`src/rtl/core/u8u16_pkg.sv`:
```
// Shared types, constants and the byte classifier of the UTF-8 to UTF-16 transcoder.
package u8u16_pkg;

    // Default number of words held between the front and the back.
    localparam int QUEUE_DEPTH_DEF = 4;

    localparam logic [15:0] REPL_UNIT    = 16'hFFFD;
    localparam logic [15:0] SURR_HI_BASE = 16'hD800;
    localparam logic [15:0] SURR_LO_BASE = 16'hDC00;
    localparam logic [7:0]  LEAD2_MIN    = 8'hC2;
    localparam logic [15:0] VAL3_MIN     = 16'h0800;
    localparam logic [20:0] VAL4_MIN     = 21'h010000;
    localparam logic [20:0] VAL4_MAX     = 21'h10FFFF;

    typedef enum logic [2:0] {
        CLS_ASCII,
        CLS_CONT,
        CLS_LEAD2,
        CLS_LEAD3,
        CLS_LEAD4,
        CLS_INVALID
    } byte_class_t;

    typedef struct packed {
        logic        eos;
        byte_class_t cls;
        logic [7:0]  data;
    } byte_entry_t;

    function automatic byte_class_t classify(input logic [7:0] b);
        byte_class_t c;
        if (!b[7]) begin
            c = CLS_ASCII;
        end else if (!b[6]) begin
            c = CLS_CONT;
        end else if (!b[5]) begin
            c = CLS_LEAD2;
        end else if (!b[4]) begin
            c = CLS_LEAD3;
        end else if (!b[3]) begin
            c = CLS_LEAD4;
        end else begin
            c = CLS_INVALID;
        end
        return c;
    endfunction

endpackage

```
`src/rtl/core/utf8_to_utf16_decoder_unit.sv`:
```
// Top level of the UTF-8 to UTF-16 transcoder with replacement.
// Takes one UTF-8 byte per input word (s_tlast marks the final byte of a string) and
// gives one UTF-16 code unit per output word (m_tlast on the final unit of that string).
// Valid sequences become one unit, or a surrogate pair for values 0x10000..0x10FFFF;
// three-byte surrogate values pass through as they are. A bad lead, an overlong form,
// a value out of range or a missing continuation gives 0xFFFD for the lead byte alone,
// and the bytes after it are decoded again as new leads; a string cut off inside a
// sequence does the same at its end. Every string yields at least one unit.
// Rate: the front takes one byte every cycle while its queue has room, and at most one
// unit leaves every cycle. The front classifies each byte and parks it in a
// QUEUE_DEPTH-word queue; the back holds a four-byte decode window, retires the head
// sequence (a surrogate pair as its high and then its low half) and loads a new byte in
// the same cycle. The back skips one load for each surrogate pair, while the high half
// holds the full window, and after the final byte of a string it loads nothing until
// the window has drained and the last unit of that string has been emitted. The queue
// absorbs these gaps for a while; a long run of four-byte characters or of short
// strings, or a back-pressured output, fills it and drops s_tready. With queue and
// window otherwise empty, the byte completing a sequence goes through the queue, the
// decode window and the output register before m_tvalid rises.
// After reset the block takes words at once; there is no clearing pass.
module utf8_to_utf16_decoder_unit import u8u16_pkg::*; #(
    parameter int QUEUE_DEPTH = QUEUE_DEPTH_DEF
) (
    input  logic        aclk,
    input  logic        aresetn,
    input  logic        s_tvalid,
    output logic        s_tready,
    input  logic [7:0]  s_tdata,     // [7:0] in_byte
    input  logic        s_tlast,     // end_of_string
    output logic        m_tvalid,
    input  logic        m_tready,
    output logic [15:0] m_tdata,     // [15:0] code_unit
    output logic        m_tlast      // last_unit
);

    // Queue between the front and the back.
    logic        q_valid;
    byte_entry_t q_entry;
    logic        q_pop;

    u8u16_front #(
        .QUEUE_DEPTH (QUEUE_DEPTH)
    ) u_front (
        .aclk     (aclk),
        .aresetn  (aresetn),
        .s_tvalid (s_tvalid),
        .s_tready (s_tready),
        .s_tdata  (s_tdata),
        .s_tlast  (s_tlast),
        .q_valid  (q_valid),
        .q_entry  (q_entry),
        .q_pop    (q_pop)
    );

    u8u16_back u_back (
        .aclk     (aclk),
        .aresetn  (aresetn),
        .q_valid  (q_valid),
        .q_entry  (q_entry),
        .q_pop    (q_pop),
        .m_tvalid (m_tvalid),
        .m_tready (m_tready),
        .m_tdata  (m_tdata),
        .m_tlast  (m_tlast)
    );

endmodule

```
`src/rtl/core/u8u16_front.sv`:
```
// Front of the transcoder: accept input words, classify each byte, queue it for the back.
module u8u16_front import u8u16_pkg::*; #(
    parameter int QUEUE_DEPTH = QUEUE_DEPTH_DEF
) (
    input  logic        aclk,
    input  logic        aresetn,
    input  logic        s_tvalid,
    output logic        s_tready,
    input  logic [7:0]  s_tdata,     // [7:0] in_byte
    input  logic        s_tlast,
    output logic        q_valid,
    output byte_entry_t q_entry,
    input  logic        q_pop
);

    localparam int PTR_W = $clog2(QUEUE_DEPTH);
    localparam int CNT_W = $clog2(QUEUE_DEPTH + 1);
    localparam logic [PTR_W-1:0] PTR_LAST = PTR_W'(QUEUE_DEPTH - 1);
    localparam logic [CNT_W-1:0] CNT_FULL = CNT_W'(QUEUE_DEPTH);

    byte_entry_t      mem_reg [QUEUE_DEPTH];
    logic [PTR_W-1:0] wr_ptr_reg, wr_ptr_next;
    logic [PTR_W-1:0] rd_ptr_reg, rd_ptr_next;
    logic [CNT_W-1:0] cnt_reg, cnt_next;
    logic             push;
    logic             pop;

    assign s_tready = (cnt_reg != CNT_FULL);
    assign push     = s_tvalid && s_tready;
    assign q_valid  = (cnt_reg != '0);
    assign pop      = q_pop && q_valid;
    assign q_entry  = mem_reg[rd_ptr_reg];

    always_comb begin
        wr_ptr_next = wr_ptr_reg;
        rd_ptr_next = rd_ptr_reg;
        cnt_next    = cnt_reg;
        if (push) begin
            wr_ptr_next = (wr_ptr_reg == PTR_LAST) ? '0 : wr_ptr_reg + 1'b1;
        end
        if (pop) begin
            rd_ptr_next = (rd_ptr_reg == PTR_LAST) ? '0 : rd_ptr_reg + 1'b1;
        end
        if (push && !pop) begin
            cnt_next = cnt_reg + 1'b1;
        end else if (pop && !push) begin
            cnt_next = cnt_reg - 1'b1;
        end
    end

    always_ff @(posedge aclk) begin
        if (!aresetn) begin
            wr_ptr_reg <= '0;
            rd_ptr_reg <= '0;
            cnt_reg    <= '0;
        end else begin
            wr_ptr_reg <= wr_ptr_next;
            rd_ptr_reg <= rd_ptr_next;
            cnt_reg    <= cnt_next;
        end
    end

    // Classify on the way in so the back sees ready-made lead classes.
    always_ff @(posedge aclk) begin
        if (push) begin
            mem_reg[wr_ptr_reg] <= '{eos: s_tlast, cls: classify(s_tdata), data: s_tdata};
        end
    end

endmodule

```
`src/rtl/core/u8u16_back.sv`:
```
// Back of the transcoder: four-byte decode window, sequence checks and output register.
module u8u16_back import u8u16_pkg::*; (
    input  logic        aclk,
    input  logic        aresetn,
    input  logic        q_valid,
    input  byte_entry_t q_entry,
    output logic        q_pop,
    output logic        m_tvalid,
    input  logic        m_tready,
    output logic [15:0] m_tdata,     // [15:0] code_unit
    output logic        m_tlast
);

    localparam int WIN_DEPTH = 4;

    byte_entry_t win_reg [WIN_DEPTH];
    byte_entry_t win_next [WIN_DEPTH];
    logic [2:0]  wcnt_reg, wcnt_next;
    logic        win_eos_reg, win_eos_next;
    logic        pair_reg, pair_next;
    logic        out_valid_reg;
    logic [15:0] out_data_reg;
    logic        out_last_reg;

    logic        decided;
    logic [15:0] unit;
    logic [2:0]  consume;
    logic        pair_start;
    logic        emit;
    logic [2:0]  consume_n;
    logic [2:0]  remain;
    logic        load;
    logic        out_free;

    logic        f1_ok, f2_ok, f3_ok;
    logic        p1, p2, p3;
    logic        bad_follow;
    logic [1:0]  need;
    logic [15:0] v2;
    logic [20:0] v4;
    logic [19:0] w4;

    assign p1    = (wcnt_reg >= 3'd2);
    assign p2    = (wcnt_reg >= 3'd3);
    assign p3    = (wcnt_reg == 3'd4);
    assign f1_ok = (win_reg[1].cls == CLS_CONT);
    assign f2_ok = (win_reg[2].cls == CLS_CONT);
    assign f3_ok = (win_reg[3].cls == CLS_CONT);

    assign v2 = {win_reg[0].data[3:0], win_reg[1].data[5:0], win_reg[2].data[5:0]};
    assign v4 = {win_reg[0].data[2:0], win_reg[1].data[5:0], win_reg[2].data[5:0],
                 win_reg[3].data[5:0]};
    assign w4 = 20'(v4 - VAL4_MIN);

    always_comb begin
        case (win_reg[0].cls)
            CLS_LEAD2: need = 2'd1;
            CLS_LEAD3: need = 2'd2;
            CLS_LEAD4: need = 2'd3;
            default:   need = 2'd0;
        endcase
    end

    assign bad_follow = (need >= 2'd1 && p1 && !f1_ok)
                     || (need >= 2'd2 && p2 && !f2_ok)
                     || (need == 2'd3 && p3 && !f3_ok);

    // Decide the head lead: what unit it gives and how many window bytes it uses.
    always_comb begin
        decided    = 1'b1;
        unit       = REPL_UNIT;
        consume    = 3'd1;
        pair_start = 1'b0;
        case (win_reg[0].cls)
            CLS_ASCII: begin
                unit = {8'h00, win_reg[0].data};
            end
            CLS_LEAD2, CLS_LEAD3, CLS_LEAD4: begin
                if (bad_follow) begin
                    unit = REPL_UNIT;
                end else if ({1'b0, need} > wcnt_reg - 3'd1) begin
                    // Sequence still short: wait for more bytes unless the string ended.
                    decided = win_eos_reg;
                end else if (win_reg[0].cls == CLS_LEAD2) begin
                    if (win_reg[0].data >= LEAD2_MIN) begin
                        unit    = {5'd0, win_reg[0].data[4:0], win_reg[1].data[5:0]};
                        consume = 3'd2;
                    end
                end else if (win_reg[0].cls == CLS_LEAD3) begin
                    if (v2 >= VAL3_MIN) begin
                        unit    = v2;
                        consume = 3'd3;
                    end
                end else begin
                    if (v4 >= VAL4_MIN && v4 <= VAL4_MAX) begin
                        if (!pair_reg) begin
                            // High half first; hold the window for the low half.
                            unit       = SURR_HI_BASE + {6'd0, w4[19:10]};
                            consume    = 3'd0;
                            pair_start = 1'b1;
                        end else begin
                            unit    = SURR_LO_BASE + {6'd0, w4[9:0]};
                            consume = 3'd4;
                        end
                    end
                end
            end
            default: begin
                unit = REPL_UNIT;
            end
        endcase
    end

    assign out_free  = !out_valid_reg || m_tready;
    assign emit      = (wcnt_reg != 3'd0) && decided && out_free;
    assign consume_n = emit ? consume : 3'd0;
    assign remain    = wcnt_reg - consume_n;
    assign load      = q_valid && !win_eos_reg && (remain != 3'd4);
    assign q_pop     = load;

    always_comb begin
        logic [2:0] idx;
        for (int i = 0; i < WIN_DEPTH; i++) begin
            idx = 3'(i) + consume_n;
            win_next[i] = (idx < 3'(WIN_DEPTH)) ? win_reg[idx[1:0]] : win_reg[i];
        end
        if (load) begin
            win_next[remain[1:0]] = q_entry;
        end
    end

    always_comb begin
        wcnt_next    = remain + {2'd0, load};
        win_eos_next = win_eos_reg;
        if (emit && remain == 3'd0) begin
            win_eos_next = 1'b0;
        end
        if (load && q_entry.eos) begin
            win_eos_next = 1'b1;
        end
        pair_next = pair_reg;
        if (emit) begin
            pair_next = pair_start;
        end
    end

    always_ff @(posedge aclk) begin
        if (!aresetn) begin
            wcnt_reg      <= 3'd0;
            win_eos_reg   <= 1'b0;
            pair_reg      <= 1'b0;
            out_valid_reg <= 1'b0;
        end else begin
            wcnt_reg    <= wcnt_next;
            win_eos_reg <= win_eos_next;
            pair_reg    <= pair_next;
            if (emit) begin
                out_valid_reg <= 1'b1;
            end else if (m_tready) begin
                out_valid_reg <= 1'b0;
            end
        end
    end

    always_ff @(posedge aclk) begin
        win_reg <= win_next;
        if (emit) begin
            out_data_reg <= unit;
            out_last_reg <= win_eos_reg && (remain == 3'd0);
        end
    end

    assign m_tvalid = out_valid_reg;
    assign m_tdata  = out_data_reg;
    assign m_tlast  = out_last_reg;

    a_wcnt_range: assert property (@(posedge aclk) disable iff (!aresetn)
        wcnt_reg <= 3'd4)
        else $error("decode window count out of range");

    a_pair_window: assert property (@(posedge aclk) disable iff (!aresetn)
        pair_reg |-> (wcnt_reg == 3'd4 && win_reg[0].cls == CLS_LEAD4))
        else $error("low surrogate pending without a full four-byte sequence");

    a_pair_hi_out: assert property (@(posedge aclk) disable iff (!aresetn)
        $rose(pair_reg) |-> (out_valid_reg && out_data_reg[15:10] == SURR_HI_BASE[15:10]))
        else $error("surrogate pair did not start with a high surrogate");

    a_no_load_after_eos: assert property (@(posedge aclk) disable iff (!aresetn)
        win_eos_reg |-> !load)
        else $error("next string loaded before the current one was flushed");

endmodule
```
`config.mk`:
```
export PLATFORM = sky130hd
export DESIGN_NAME = utf8_to_utf16_decoder_unit
export DESIGN_NICKNAME = d
export VERILOG_FILES = /design/src/rtl/core/u8u16_pkg.sv /design/src/rtl/core/utf8_to_utf16_decoder_unit.sv /design/src/rtl/core/u8u16_front.sv /design/src/rtl/core/u8u16_back.sv
export SDC_FILE = /design/constraint.sdc
export NUM_CORES = 1
export LEC_CHECK = 0
export BUFFER_PORTS_ARGS = -buffer_cell sky130_fd_sc_hd__buf_2
export CAP_MARGIN = 10
export CORE_MARGIN = 4
export CORE_UTILIZATION = 56
export DETAILED_ROUTE_END_ITERATION = 16
export PLACE_DENSITY = 0.76
export SLEW_MARGIN = 10
export SYNTH_ARGS = -nofsm -noshare
export SYNTH_HDL_FRONTEND = slang
export SYNTH_SLANG_ARGS = --single-unit
```
`constraint.sdc`:
```
create_clock -name aclk -period 5.3 [get_ports aclk]
set_clock_uncertainty 0.15 [all_clocks]
set_input_delay 0.53 -clock aclk [delete_from_list [all_inputs] [get_ports aclk]]
set_output_delay 0.53 -clock aclk [all_outputs]
set_load 0.02 [all_outputs]
```
==> impl_metrics.json <==
{
  "crit_path_cell_trace": "or3b_4 > nand2_2 > ha_4 > nand2b_1 > a221oi_2 > or4b_4 > o21ai_4 > clkinv_4 > o21ai_4 > a21oi_4 > ha_2 > fa_2 > xor2_4 > xnor2_4 > o21a_4 > inv_1 > ha_2 > inv_1 > fa_2 > xor2_1 > or3_1 > a21boi_1",
  "ff2ff_path_depth": 22,
  "post-dp-hpwl_um": 11500,
  "finalMaxSlewViolations": 0,
  "synthFlopType": "edfxtp_1",
  "die_h_um": 121,
  "worst_slew_margin_rel_pct": 42.4,
  "ios": 32,
  "fin_crit_sh_pct": 97.2,
  "worst-r2r-setup-slack_ps": 150,
  "cp-end-kind": "register",
  "drt_first_pass_iters": 5,
  "cts_sinks": 124,
  "cts_tree": "built",
  "max-clock-path-buffers": 2,
  "largest_reg_flops": 48,
  "clock_latency_ps": 420,
  "fin_area_um2": 8220,
  "start_util_pct": 56.9,
  "finalNetCount": 698,
  "synth_most_common_cell": "nand2_1",
  "synth_fp_nets": 663,
  "n_antenna_cell": 0,
  "grt_max_degree": 47,
  "maxCapViolCount": 0,
  "place_congestion": 0.854,
  "crit_type": "reg2reg",
  "hold_viol": 0,
  "worst_slew_pin_slew_ps": 861,
  "ys_types": 76,
  "start_kind": "register",
  "antenna_found_initial": 0,
  "io_buffers": 31,
  "gr-total-overflow": 0,
  "grt_use_total_pct": 24.6,
  "die_x_um": 121,
  "critPathMaxStageDelay_ps": 520,
  "grt_pass1_wl_um": 27900,
  "rr_endpoint": "u_front.cnt_reg[2]",
  "synthArstFlopShare_pct": 0,
  "critPathMaxFanout": 7,
  "ys_ff_latch": 124,
  "clock.fmax_ghz": 0.194,
  "cp_top_family": "simple AND/OR/NAND/NOR gates",
  "via_count": 5421,
  "cp.depth": 22,
  "drc": 0,
  "status": "complete, no violations",
  "crit_path_start": "u_back.win_reg[45]",
  "num_rows": 41,
  "synth_edf_count": 65,
  "fin_util_pct": 65.4,
  "path_clk_slew_ps": 50,
  "vias_per_cell": 6.39,
  "synth-warning-count": 0,
  "grt_pass1_vias": 5351,
  "tns_ps": 0,
  "period_needed_ps": 5150,
  "nFillCells": 958,
  "hp-class": "in2reg",
  "crit_end": "u_front.cnt_reg[2]",
  "routedWlPerCell_um": 20.7,
  "setup-violations-final": 0,
  "synth_commonest_cells": "nand2_1 (77), edfxtp_1 (65), dfxtp_1 (59), mux2i_1 (49), nor2_1 (40)",
  "die-area_um2": 14600,
  "placed_area_um2": 7470,
  "core_um2": 12600,
  "syn_area_um2": 7150,
  "yosysTopAreaCellShare_pct": 27.3,
  "layout-drive-gt1-share_pct": 26.6,
  "r2r-start": "u_back.win_reg[45]",
  "syn_inst": 628,
  "cts_max_level": 4,
  "cp.required_ps": 5500,
  "cpMaxStageDelayCell": "or4b_4",
  "root_buffer": "clkbuf_16",
  "area_growth_pct": 14.9,
  "drtIter0Drc": 665,
  "antenna_left": 0,
  "avgSynthCellArea_um2": 11.4,
  "synth_top_area_cell": "edfxtp_1",
  "cp.arrival_ps": 5350,
  "drt_wl_total_um": 17500,
  "cp_num_buf_inv": 3,
  "synthTopCellsByArea": "edfxtp_1 (27%), dfxtp_1 (17%), mux4_2 (10%)",
  "ys_seq_area_share_pct": 43.8,
  "cts_buffers": 17
}
==> worst register-to-register path, cell delays in order (launching register included) <==
cell and delay [ps]:
dfxtp_2 360, or3b_4 440, nand2_2 110, ha_4 150
nand2b_1 70, a221oi_2 300, or4b_4 520, o21ai_4 180
clkinv_4 120, o21ai_4 110, a21oi_4 90, ha_2 220
fa_2 400, xor2_4 180, xnor2_4 170, o21a_4 260
inv_1 60, ha_2 180, inv_1 60, fa_2 330
xor2_1 170, or3_1 320, a21boi_1 140
==> stage by stage <==
stage	cells	worst slack, ps	hold WS, ps
after global routing	848	-81.9	167
after floorplan	628	13.3	295
after global placement	807	172	315
after CTS	839	9.65	166
final	848	148	177
after detailed placement	807	-14.0	331
==> per-layer routing <==
layer / wire [µm] / up-vias / track usage [%]
li1: - / 2437 / -
met2: 8680 / 240 / 39.7
met1: 7060 / 2681 / 31.1
met3: 1180 / 63 / 5.97
met5: 0 / - / 0
met4: 619 / 0 / 12.3
==> placed cells by master, fill, tap and decap left out, drive strengths merged, types with 10 or more instances in the layout <==
cell / synthesis / routed
o21ai: 27 / 27
edfxtp: 65 / 65
o221ai: 11 / 11
ha: 20 / 20
mux2i: 49 / 49
inv: 26 / 26
buf: 18 / 57
nor3: 10 / 10
clkbuf: 23 / 21
a21oi: 22 / 22
a31oi: 22 / 22
dfxtp: 59 / 59
mux4: 32 / 32
nor2: 40 / 40
nand2: 77 / 77
mux2: 19 / 19
==> timing repair <==
item	in CTS	in global routing
hold endpoints to repair	0	0
hold buffers	0	0
gates resized for setup	2	10
pin swaps	0	3
setup endpoints to repair	1	1
buffers inserted	0	9
==> kinds of logic after synthesis <==
family	synth area share, %
simple gates	12.5
compound gates	12.8
xor+xnor	1.61
flops	43.8
mux	20.5
buf+inv	4.70
fa+ha+maj	4.06
==> worst min-delay path by stage <==
stage	from	endpoint	slack, ps	cells past startpoint
floorplan	u_back.win_reg[33]	u_back.win_reg[33]	300	2
global placement	u_back.win_reg[33]	u_back.win_reg[33]	320	2
detailed placement	u_back.win_reg[33]	u_back.win_reg[33]	330	2
CTS	s_tdata[2]	u_front.mem_reg[1][2]	170	1
global route	s_tdata[0]	u_front.mem_reg[2][0]	170	1
finish	s_tdata[1]	u_front.mem_reg[3][1]	180	1
==> layout make-up <==
class                      instances  area (µm²)  share of cell area, %
multi-input combinational        437        3760                   45.7
tap                              172         215                   2.62
clock inverter                    11         190                   2.31
inverter                          26         110                   1.34
timing repair buffer              57         354                   4.31
sequential                       124        3140                   38.2
clock buffer                      21         450                   5.48
Power is left out: the tool's default activity adds up to more than one toggle a clock period on the data nets, which glitch-free logic cannot reach.
